File: src/design/word_anchored_substring_match_unit_macros.svh
// Assertion helpers shared by the matcher top level.
`ifndef WORD_ANCHORED_SUBSTRING_MATCH_UNIT_MACROS_SVH
`define WORD_ANCHORED_SUBSTRING_MATCH_UNIT_MACROS_SVH

// Consequent must hold in the same cycle as the antecedent.
`define WASM_ASSERT_SAME(label, ante, cons, msg) \
    label: assert property (@(posedge clk) disable iff (!rst_n) (ante) |-> (cons)) \
        else $error(msg);

// Consequent must hold in the cycle after the antecedent.
`define WASM_ASSERT_NEXT(label, ante, cons, msg) \
    label: assert property (@(posedge clk) disable iff (!rst_n) (ante) |=> (cons)) \
        else $error(msg);

`endif

File: src/design/wasm_pkg.sv
package wasm_pkg;

    localparam int QUERY_MAX_DEF = 32;
    localparam int CFG_DATA_W    = 64;
    localparam int CFG_IDX_W     = 3;
    localparam int LEN_W         = 6;

    // Register indexes of the configuration port.
    localparam logic [CFG_IDX_W-1:0] CFG_QUERY_LO     = 3'd0;
    localparam logic [CFG_IDX_W-1:0] CFG_QUERY_MID_LO = 3'd1;
    localparam logic [CFG_IDX_W-1:0] CFG_QUERY_MID_HI = 3'd2;
    localparam logic [CFG_IDX_W-1:0] CFG_QUERY_HI     = 3'd3;
    localparam logic [CFG_IDX_W-1:0] CFG_LENGTH       = 3'd4;
    localparam logic [CFG_IDX_W-1:0] CFG_ANCHOR       = 3'd5;

    localparam logic [7:0] CH_UPPER_A    = 8'h41;
    localparam logic [7:0] CH_UPPER_Z    = 8'h5A;
    localparam logic [7:0] CASE_OFFSET   = 8'h20;
    localparam logic [7:0] CH_UNDERSCORE = 8'h5F;
    localparam logic [7:0] CH_DOT        = 8'h2E;
    localparam logic [7:0] CH_EQUALS     = 8'h3D;
    localparam logic [7:0] CH_SPACE      = 8'h20;
    localparam logic [7:0] CH_TAB        = 8'h09;
    localparam logic [7:0] CH_CR         = 8'h0D;

    // Per-cycle control broadcast along the row of cells.
    typedef struct packed {
        logic step;   // a text byte is transferred this cycle
        logic last;   // that byte closes the text
    } cell_ctl_t;

    function automatic logic [7:0] fold_byte(input logic [7:0] c);
        fold_byte = (c >= CH_UPPER_A && c <= CH_UPPER_Z) ? c + CASE_OFFSET : c;
    endfunction

    function automatic logic is_break(input logic [7:0] c);
        is_break = (c == CH_UNDERSCORE) || (c == CH_DOT) || (c == CH_EQUALS) ||
                   (c == CH_SPACE) || (c >= CH_TAB && c <= CH_CR);
    endfunction

endpackage

File: src/design/wasm_cell.sv
module wasm_cell (
    input  logic              clk,
    input  logic              rst_n,
    input  wasm_pkg::cell_ctl_t ctl,
    input  logic              q_we,
    input  logic [7:0]        q_data,
    input  logic [7:0]        text_fold,
    input  logic              lane_en,
    input  logic              hit_left,
    output logic              hit_now,
    output logic              hit_q
);
    import wasm_pkg::*;

    logic [7:0] qbyte_reg;
    logic       hit_reg;
    logic       hit_next;

    // The query byte is kept already folded, so only the text needs folding.
    always_ff @(posedge clk or negedge rst_n)
    begin
        if (!rst_n)
        begin
            qbyte_reg <= '0;
            hit_reg   <= 1'b0;
        end
        else
        begin
            if (q_we)
            begin
                qbyte_reg <= fold_byte(q_data);
            end
            hit_reg <= hit_next;
        end
    end

    assign hit_now = hit_left & lane_en & (qbyte_reg == text_fold);

    always_comb
    begin
        hit_next = hit_reg;
        if (ctl.step)
        begin
            hit_next = ctl.last ? 1'b0 : hit_now;
        end
    end

    assign hit_q = hit_reg;

endmodule

File: src/design/word_anchored_substring_match_unit.sv
// Word-anchored, case-insensitive substring matcher.
// Text bytes enter on the input channel (in_valid/in_ready) with first_char and
// last_char marking the bounds of a text. For every byte transferred in, exactly
// one result is transferred out on the output channel (out_valid/out_ready):
// matched tells whether the query has occurred so far in the current text, and
// text_end repeats last_char, so that matched on that result is the verdict.
// A result appears in the cycle after its byte is transferred. One byte per
// cycle is sustained while the receiver keeps up: the whole partial-match row
// of cells updates together, and the output register is refilled in the same
// cycle that it is emptied. When the receiver stalls, the result is held and
// in_ready falls until the held result is transferred; no state is lost.
// Reset clears the partial matches and the found flag, sets the query to all
// zero bytes, the length to one and anchoring off. The configuration port
// (cfg_we, cfg_index, cfg_data) must be written while the block is idle; the
// block does not enforce this. A written value applies from the next byte on.
module word_anchored_substring_match_unit #(
    parameter int QUERY_MAX = wasm_pkg::QUERY_MAX_DEF
) (
    input  logic                            clk,
    input  logic                            rst_n,
    input  logic                            in_valid,
    output logic                            in_ready,
    input  logic [7:0]                      text_char,
    input  logic                            first_char,
    input  logic                            last_char,
    output logic                            out_valid,
    input  logic                            out_ready,
    output logic                            matched,
    output logic                            text_end,
    input  logic                            cfg_we,
    input  logic [wasm_pkg::CFG_IDX_W-1:0]  cfg_index,
    input  logic [wasm_pkg::CFG_DATA_W-1:0] cfg_data
);
    import wasm_pkg::*;

    localparam int IDX_W = (QUERY_MAX > 1) ? $clog2(QUERY_MAX) : 1;

    // Configuration registers outside the cells.
    logic [LEN_W-1:0] len_reg;
    logic             anchor_reg;

    // Text-level state.
    logic found_reg, found_next;
    logic pwb_reg, pwb_next;

    // Output register.
    logic out_valid_reg, out_valid_next;
    logic matched_reg, matched_next;
    logic text_end_reg, text_end_next;

    logic             accept;
    cell_ctl_t        ctl;
    logic [7:0]       text_fold;
    logic [LEN_W-1:0] eff_len;
    logic [IDX_W-1:0] len_idx;
    logic [QUERY_MAX-1:0] lane_en;
    logic [QUERY_MAX-1:0] hit_left;
    logic [QUERY_MAX-1:0] hit_now;
    logic [QUERY_MAX-1:0] hit_q;
    logic             pwb_base;
    logic             start_ok;
    logic             found_now;

    // The output register empties and refills in the same cycle, so the input
    // only waits while a result is held against a stalled receiver.
    assign in_ready = !out_valid_reg || out_ready;
    assign accept   = in_valid && in_ready;

    assign ctl.step  = accept;
    assign ctl.last  = last_char;
    assign text_fold = fold_byte(text_char);

    // A length of zero behaves as one; anything above the row length saturates.
    always_comb
    begin
        if (len_reg == '0)
        begin
            eff_len = LEN_W'(1);
        end
        else if (len_reg > LEN_W'(QUERY_MAX))
        begin
            eff_len = LEN_W'(QUERY_MAX);
        end
        else
        begin
            eff_len = len_reg;
        end
    end
    assign len_idx = IDX_W'(eff_len - LEN_W'(1));

    // A first mark counts as a text start before its byte is looked at. In
    // anchored mode a new partial match may open only at such a start or just
    // after a break byte.
    assign pwb_base = first_char | pwb_reg;
    assign start_ok = !anchor_reg || pwb_base;

    genvar j;
    generate
        for (j = 0; j < QUERY_MAX; j++)
        begin : g_cell
            logic q_we;

            assign q_we       = cfg_we && (cfg_index == CFG_IDX_W'(j / 8));
            assign lane_en[j] = LEN_W'(j) < eff_len;

            // Cell zero is fed the start condition; every other cell takes the
            // stored bit of its left neighbour, which a first mark wipes out.
            if (j == 0)
            begin : g_head
                assign hit_left[j] = start_ok;
            end
            else
            begin : g_body
                assign hit_left[j] = hit_q[j-1] & ~first_char;
            end

            wasm_cell u_cell (
                .clk       (clk),
                .rst_n     (rst_n),
                .ctl       (ctl),
                .q_we      (q_we),
                .q_data    (cfg_data[8*(j%8) +: 8]),
                .text_fold (text_fold),
                .lane_en   (lane_en[j]),
                .hit_left  (hit_left[j]),
                .hit_now   (hit_now[j]),
                .hit_q     (hit_q[j])
            );
        end
    endgenerate

    // A full match is the cell at the query length reporting a hit.
    assign found_now = (found_reg & ~first_char) | hit_now[len_idx];

    always_comb
    begin
        found_next     = found_reg;
        pwb_next       = pwb_reg;
        out_valid_next = out_valid_reg;
        matched_next   = matched_reg;
        text_end_next  = text_end_reg;
        if (out_ready)
        begin
            out_valid_next = 1'b0;
        end
        if (accept)
        begin
            out_valid_next = 1'b1;
            matched_next   = found_now;
            text_end_next  = last_char;
            // After the last byte of a text the next byte opens a new one.
            found_next     = last_char ? 1'b0 : found_now;
            pwb_next       = last_char ? 1'b1 : is_break(text_char);
        end
    end

    always_ff @(posedge clk or negedge rst_n)
    begin
        if (!rst_n)
        begin
            len_reg       <= LEN_W'(1);
            anchor_reg    <= 1'b0;
            found_reg     <= 1'b0;
            pwb_reg       <= 1'b0;
            out_valid_reg <= 1'b0;
        end
        else
        begin
            if (cfg_we)
            begin
                unique case (cfg_index)
                    CFG_LENGTH: len_reg    <= cfg_data[LEN_W-1:0];
                    CFG_ANCHOR: anchor_reg <= cfg_data[0];
                    default:    ;
                endcase
            end
            found_reg     <= found_next;
            pwb_reg       <= pwb_next;
            out_valid_reg <= out_valid_next;
        end
    end

    always_ff @(posedge clk)
    begin
        matched_reg  <= matched_next;
        text_end_reg <= text_end_next;
    end

    assign out_valid = out_valid_reg;
    assign matched   = matched_reg;
    assign text_end  = text_end_reg;

`include "word_anchored_substring_match_unit_macros.svh"

    // Every transferred byte leaves a result in the output register.
    `WASM_ASSERT_NEXT(a_result_follows, accept, out_valid, "byte transferred without result")
    // A text's closing byte leaves the row cleared and the next byte anchored.
    `WASM_ASSERT_NEXT(a_text_flush, accept && last_char, (hit_q == '0) && !found_reg && pwb_reg, "state not cleared after last byte")
    // Once found, a text stays found until it ends or restarts.
    `WASM_ASSERT_NEXT(a_found_sticky, accept && found_reg && !first_char, matched, "found flag lost within a text")
    // A held result blocks new input.
    `WASM_ASSERT_SAME(a_stall_blocks, out_valid && !out_ready, !in_ready, "input taken over a held result")

endmodule

File: config.mk
export PLATFORM = sky130hd
export DESIGN_NAME = word_anchored_substring_match_unit
export DESIGN_NICKNAME = d
export VERILOG_FILES = /design/src/design/wasm_pkg.sv /design/src/design/wasm_cell.sv /design/src/design/word_anchored_substring_match_unit.sv
export VERILOG_INCLUDE_DIRS = /design/src /design/src/design
export SDC_FILE = /design/constraint.sdc
export NUM_CORES = 1
export LEC_CHECK = 0
export ABC_AREA = 1
export BUFFER_PORTS_ARGS = -buffer_cell sky130_fd_sc_hd__buf_4
export CAP_MARGIN = 20
export CORE_MARGIN = 3
export CORE_UTILIZATION = 50
export CTS_BUF_LIST = sky130_fd_sc_hd__clkbuf_4 sky130_fd_sc_hd__clkbuf_8 sky130_fd_sc_hd__clkbuf_16
export CTS_CLUSTER_DIAMETER = 60
export DETAILED_ROUTE_END_ITERATION = 8
export GPL_TIMING_DRIVEN = 0
export PLACE_DENSITY = 0.73
export RECOVER_POWER = 50
export SLEW_MARGIN = 20
export SYNTH_ARGS = -nofsm -noshare
export SYNTH_HDL_FRONTEND = slang
export SYNTH_SLANG_ARGS = --single-unit
export TNS_END_PERCENT = 30
File: constraint.sdc
create_clock -name clk -period 5.42 [get_ports clk]
set_input_delay 0.542 -clock clk [delete_from_list [all_inputs] [get_ports clk]]
set_output_delay 0.542 -clock clk [all_outputs]
set_load 0.01 [all_outputs]
**Word-level counts from Yosys, hierarchy flattened**

Cells that the tools add are included.

- $mul: 0
- Muxes and demuxes: 48
- Reduce and logical (&&, ||, !) cells: 28
- Equality and inequality tests: 41
- $lt $le $gt $ge: 54
- Shifts and indexed selects: 0
- Bitwise logic cells: 99
- Add/sub/neg operators: 10
- Divide/modulo/power cells: 0

Operators by type and width:

| operator | number |
|---|---|
| 8-bit == test | 32 |
| 1-bit AND | 96 |
| 5-bit by 6-bit less-than comparator with 1-bit output, first input constant | 16 |
| 8-bit by 6-bit adder with 8-bit output, second input constant | 9 |
| 8-bit by 7-bit greater-or-equal comparator with 1-bit output, second input constant | 9 |
| 8-bit by 7-bit <= comparator with 1-bit output, second input constant | 9 |
| 8-bit 2-to-1 mux | 9 |
| 4-bit by 6-bit less-than comparator with 1-bit output, first input constant | 8 |
| 1-bit 2-to-1 mux | 36 |
| 8-bit by 6-bit == test with 1-bit output, second input constant | 3 |
| 3-bit by 6-bit less-than comparator with 1-bit output, first input constant | 4 |
| 1-bit logical AND | 15 |
| 1-bit by 6-bit less-than comparator with 1-bit output, first input constant | 2 |
| 2-bit by 6-bit less-than comparator with 1-bit output, first input constant | 2 |
| 6-bit 2-to-1 mux | 2 |
| 8-bit by 7-bit == test with 1-bit output, second input constant | 1 |
| 8-bit by 4-bit greater-or-equal comparator with 1-bit output, second input constant | 1 |
| 8-bit by 4-bit <= comparator with 1-bit output, second input constant | 1 |
| 3-bit by 2-bit == test with 1-bit output, second input constant | 2 |
| 3-bit == test, second input constant | 2 |
| 6-bit > comparator, second input constant | 1 |
| 6-bit zero test | 1 |
| 1-bit logical OR | 6 |
| 5-bit by 6-bit less-than comparator with 1-bit output, second input constant | 1 |
| 9 further kinds | 12 |

- Input port bits: 82
- Output and inout bits: 4
- ROM bits: 0
- Logic and storage cells: 350
- Flip-flop bits (word level): 299
- RAM bits: 0
- Bits in latches: 0
- Memories: 0

**Longest topological paths before layout**

- Depth in word-level cells: 10
- Gate-level depth with buffers: 24

**Modules after synthesis**

Synthesis repeated with hierarchy kept, for this count alone.

- Cell total of the unflattened synthesis: 3880
- Area, all modules: 23286.1 µm²

Modules (own cells, without submodules):

| module | cells each | seq. area each (µm²) | instances | area each (µm²) |
|---|---|---|---|---|
| wasm_cell | 111 | 225.2 | 32 | 671.9 |
| word_anchored_substring_match_unit | 328 | 311.5 | 1 | 1785.5 |

**Worst setup path after synthesis**

OpenSTA, ideal clock, no wires.

- Path type: register to register
- From: register len_reg[0]
- To: register matched_reg (netlist: matched) (data pin)
- Setup time: 261 ps
- Arrival time: 2449 ps
- Period minus slack after synthesis: 2709 ps
- Required time: 5159 ps
- Stages on the path, launching flop included: 22
- Path slack: 2711 ps
- Cells stage by stage: dfstp_2 > nor2_1 > nand3_1 > nor2_1 > o21ai_4 > clkinv_1 > buf_2 > ha_1 > nor2_1 > nand2_1 > nor2_1 > nor2_1 > nand3_1 > nor2_1 > nand2_1 > nand2_1 > nand3_1 > nand3_1 > nand3_1 > nand2_1 > nand2_1 > nand3_2

- Longest elaborated chain between the ends: 9

RTL lines:

| item | RTL line | source |
|---|---|---|
| start: declaration | word_anchored_substring_match_unit.sv:39 | `logic [LEN_W-1:0] len_reg;` |
| start signal: assignment | word_anchored_substring_match_unit.sv:172 | `CFG_LENGTH: len_reg <= cfg_data[LEN_W-1:0];` |
| 6-bit > comparator | word_anchored_substring_match_unit.sv:80 | `else if (len_reg > LEN_W'(QUERY_MAX))` |
| 6-bit 2-to-1 mux | word_anchored_substring_match_unit.sv:80 |  |
| 6-bit 2-to-1 mux (*) | word_anchored_substring_match_unit.sv:76 | `if (len_reg == '0)` |
| 1-bit by 6-bit less-than comparator with 1-bit output (tied with other cells) | word_anchored_substring_match_unit.sv:104 | `assign lane_en[j] = LEN_W'(j) < eff_len;` |
| 1-bit AND (2 in series) | wasm_cell.sv:37 | `assign hit_now = hit_left & lane_en & (qbyte_reg == text_fold);` |
| 1-bit binary-select mux with 5-bit select (*) | word_anchored_substring_match_unit.sv:133 | `assign found_now = (found_reg & ~first_char) \| hit_now[len_idx];` |
| 1-bit 2-to-1 mux (not written as such) (*) | word_anchored_substring_match_unit.sv:133 |  |
| 1-bit OR (*) | word_anchored_substring_match_unit.sv:133 |  |
| net found_now | word_anchored_substring_match_unit.sv:62 | `logic found_now;` |
| end signal: assignment | word_anchored_substring_match_unit.sv:185 | `matched_reg <= matched_next;` |
| end: declaration | word_anchored_substring_match_unit.sv:48 | `logic matched_reg, matched_next;` |

Mark *: on every way through the listed nets, which the timed path passes. The rest lies on a longest branch. The select of a mux whose other input is x is not followed.
A chain may end at the register's enable or synchronous reset.

**Final worst setup path**

Ends and elaborated chain as after synthesis.

==> impl_metrics.sql <==
INSERT INTO impl_metrics (metric_group, metric, value, unit) VALUES
('cts', 'post_cts_buffers', '0', ''),
('timing', 'achievable-frequency', '262', 'MHz'),
('timing', 'setup_viol', '0', ''),
('cts', 'htree_num_levels', '2', ''),
('setup_path', 'cp_max_fo', '10', ''),
('detailed_routing', 'vias_per_cell', '5.88', ''),
('yosys', 'post_synth_inst_count', '2304', ''),
('cts', 'clk_root_buffer_cell', 'sky130_fd_sc_hd__clkbuf_16', ''),
('detailed_routing', 'detail-route-antenna-nets', '0', ''),
('setup_path', 'cpLargestDelayFamily', 'simple AND/OR/NAND/NOR gates', ''),
('placed_design', 'postPlaceCellArea', '17800', 'µm²'),
('timing', 'skew', '21.6', 'ps'),
('detailed_routing', 'detailroute.via_count', '17000', ''),
('final_layout', 'area_occupied_by_multi_input_gates', '7650', 'µm²'),
('setup_path', 'worstPathArrival', '4110', 'ps'),
('detailed_routing', 'drt_first_pass_iters', '6', ''),
('final_layout', 'num_antenna_cells', '0', ''),
('floorplan', 'dieHeight', '188', 'µm'),
('status', 'violations', 'max-capacitance violations, max-slew violations', ''),
('floorplan', 'core-area', '32000', 'µm²'),
('yosys', 'yosysSeqAreaShare', '45.3', '%'),
('yosys', 'postSynthRegisterBits', '299', ''),
('final_layout', 'largest_register_ffs', '256', ''),
('setup_path', 'cp-start-kind', 'flop', ''),
('final_layout', 'postLayoutCellArea', '19000', 'µm²'),
('power_and_ir_drop', 'ir_worst_vdd', '0.000257', 'V'),
('final_layout', 'fillers', '3027', ''),
('timing', 'drv_slew', '51', ''),
('floorplan', 'initial_utilization', '51.6', '%'),
('yosys', 'synth_top_flop_cell', 'sky130_fd_sc_hd__dfrtp_1', ''),
('timing', 'period_utilization_post_route', '70.4', '%'),
('floorplan', 'die-width', '188', 'µm'),
('final_layout', 'fin_cells', '2886', ''),
('setup_path', 'worst_ep_required_time', '5710', 'ps'),
('global_routing', 'grt_start_max_net_pins', '96', ''),
('global_routing', 'grt_util_all_layers', '38.4', '%'),
('setup_path', 'critical_path.cell_chain', 'nor2_1, nand3_1, nor2_1, o21ai_4, clkinv_1, buf_2, ha_1, nor2_1, nand2_1, nor2_1, nor2_1, nand3_1, nor2_1, nand2_1, nand2_1, nand3_1, nand3_1, nand3_1, nand2_1, nand2_1, nand3_2', ''),
('cts', 'cts.path.max_buffers', '3', ''),
('setup_path', 'crit_path_top_delay_cell', 'sky130_fd_sc_hd__dfstp_2', ''),
('final_layout', 'area_growth_syn_to_layout', '14.7', '%'),
('detailed_routing', 'wl_per_cell', '23.6', 'µm'),
('setup_path', 'worst-path-buf-inv', '2', ''),
('cts', 'clkSlewWorstSetupHoldPaths', '60', 'ps'),
('yosys', 'netlist_area', '16500', 'µm²'),
('power_and_ir_drop', 'power_density_cells', '367', 'nW/µm²'),
('status', 'outcome', 'finished, violations left', ''),
('floorplan', 'io-pin-count', '86', ''),
('timing', 'relSlewSlack', '-111', '%'),
('final_layout', 'fin_nets', '2523', ''),
('timing', 'worst-slew-pin-transition', '3170', 'ps'),
('cts', 'numCtsBuffers', '36', ''),
('final_layout', 'utilization', '59.2', '%'),
('placed_design', 'numPlacedInstances', '2826', ''),
('hold_path', 'hold_path_class', 'in2reg', ''),
('yosys', 'yosysWarningCount', '0', ''),
('floorplan', 'floorplan.rows', '65', ''),
('placed_design', 'gpl.final_weighted_congestion', '1.01', ''),
('power_and_ir_drop', 'power.static_leakage', '9.35', 'nW'),
('yosys', 'synth.net_count', '2397', ''),
('yosys', 'synth_top_cell_area_share', '44.8', '%'),
('flow_run', 'maxCapViolCount', '1', ''),
('timing', 'fin_worst_hold_slack', '224', 'ps'),
('yosys', 'async_reset_ff_share', '99.3', '%'),
('global_routing', 'first_pass_grt_wire_length', '101000', 'µm'),
('global_routing', 'globalRoute.totalOverflow', '0', ''),
('floorplan', 'die_area', '35300', 'µm²'),
('final_layout', 'drive_gt1_share', '8.89', '%'),
('detailed_routing', 'route.final.wire_length', '68000', 'µm'),
('yosys', 'synth_top_area_cells', 'sky130_fd_sc_hd__dfrtp_1, sky130_fd_sc_hd__nand2_1, sky130_fd_sc_hd__o21ai_0', ''),
('placed_design', 'detailed_place_hpwl', '50300', 'µm'),
('placed_design', 'portBuffers', '83', '');
==> through the flow <==
step / setup WS [ps] / power, mW
3_3_place_gp: 1070 / 4.41
2_1_floorplan: 2710 / 3.90
3_5_place_dp: 1770 / 4.47
6_report: 1610 / 6.96
4_1_cts: 1750 / 6.92
5_1_grt: 1270 / 7.29
==> final cells by class <==
type	count	area share (%)
clock inverters	10	0.620
flip-flops and latches	299	39.5
multi-input cells	1657	40.3
plain buffers	112	2.77
clock buffers	49	5.65
well taps	435	2.87
repair buffers	88	3.62
inverters	236	4.67
==> worst paths after layout <==
path                                           startpoint                        endpoint  slack (ps)  cells after the start
max                                            len_reg[0]                         matched        1610                     21
min                                          cfg_data[24]  g_cell[19].u_cell.qbyte_reg[0]         220                      3
max reg2reg                                    len_reg[0]                         matched        1610                     21
min reg2reg                g_cell[19].u_cell.qbyte_reg[6]  g_cell[19].u_cell.qbyte_reg[6]         490                      2
max in group asynchronous                           rst_n  g_cell[12].u_cell.qbyte_reg[6]        1780                      4
min in group asynchronous                           rst_n   g_cell[2].u_cell.qbyte_reg[4]        1610                      2
==> cell usage after synthesis, types with 2 or more instances <==
cell type                  count
sky130_fd_sc_hd__nor3_1       15
sky130_fd_sc_hd__o311ai_0      4
sky130_fd_sc_hd__o211ai_1      2
sky130_fd_sc_hd__clkinv_1      2
sky130_fd_sc_hd__o21bai_1      2
sky130_fd_sc_hd__o21ai_1       4
sky130_fd_sc_hd__nand2_2       3
sky130_fd_sc_hd__inv_1       229
sky130_fd_sc_hd__o22ai_1      21
sky130_fd_sc_hd__clkbuf_1     73
sky130_fd_sc_hd__nand2_1     754
sky130_fd_sc_hd__nand4_4       2
sky130_fd_sc_hd__nand2_4       4
sky130_fd_sc_hd__a31oi_1       6
sky130_fd_sc_hd__buf_2        24
sky130_fd_sc_hd__dfrtp_1     296
sky130_fd_sc_hd__nand3_1     125
sky130_fd_sc_hd__nand3_4       2
sky130_fd_sc_hd__xor2_1       37
sky130_fd_sc_hd__nand4_1      21
sky130_fd_sc_hd__o21ai_0     324
sky130_fd_sc_hd__ha_1         11
sky130_fd_sc_hd__nand3b_1      3
sky130_fd_sc_hd__xnor2_1      28
sky130_fd_sc_hd__a21oi_1      23
sky130_fd_sc_hd__inv_2         5
sky130_fd_sc_hd__buf_4         6
sky130_fd_sc_hd__buf_6         7
sky130_fd_sc_hd__or2_2        22
sky130_fd_sc_hd__edfxtp_1      2
sky130_fd_sc_hd__nor2_1      233
sky130_fd_sc_hd__buf_1         2
==> power breakdown <==
group | leakage (nW) | internal, mW | switching, mW
registers | 3.76 | 2.63 | 0.284
clock network | 0.593 | 1.48 | 0.989
logic | 5.00 | 0.543 | 1.03
total | 9.35 | 4.66 | 2.30
==> layer usage <==
layer | GRT usage, % | part of all wire (%)
met3 | 7.68 | 12
met2 | 56.1 | 42
met4 | 25.4 | 7.8
met5 | 0 | 0.040
met1 | 52.0 | 39
==> kinds of logic after synthesis <==
group,Yosys count,synth area share (%)
and+or+nand+nor,1189,29.5
adders and majority gates,11,0.832
xor gates and xnor gates,65,3.44
buffers and inverters,348,8.53
AOI/OAI and AO/OA,392,12.4
DFF,299,45.3
==> worst register-to-register path: stages, from the launching register on <==
cell	delay [ps]
sky130_fd_sc_hd__dfstp_2	590
sky130_fd_sc_hd__nor2_1	60
sky130_fd_sc_hd__nand3_1	90
sky130_fd_sc_hd__nor2_1	70
sky130_fd_sc_hd__o21ai_4	310
sky130_fd_sc_hd__clkinv_1	330
sky130_fd_sc_hd__buf_2	290
sky130_fd_sc_hd__ha_1	330
sky130_fd_sc_hd__nor2_1	220
sky130_fd_sc_hd__nand2_1	170
sky130_fd_sc_hd__nor2_1	150
sky130_fd_sc_hd__nor2_1	120
sky130_fd_sc_hd__nand3_1	110
sky130_fd_sc_hd__nor2_1	40
sky130_fd_sc_hd__nand2_1	180
sky130_fd_sc_hd__nand2_1	80
sky130_fd_sc_hd__nand3_1	70
sky130_fd_sc_hd__nand3_1	70
sky130_fd_sc_hd__nand3_1	80
sky130_fd_sc_hd__nand2_1	70
sky130_fd_sc_hd__nand2_1	70
sky130_fd_sc_hd__nand3_2	70
No activity file was read; power rests on OpenSTA's default activity.
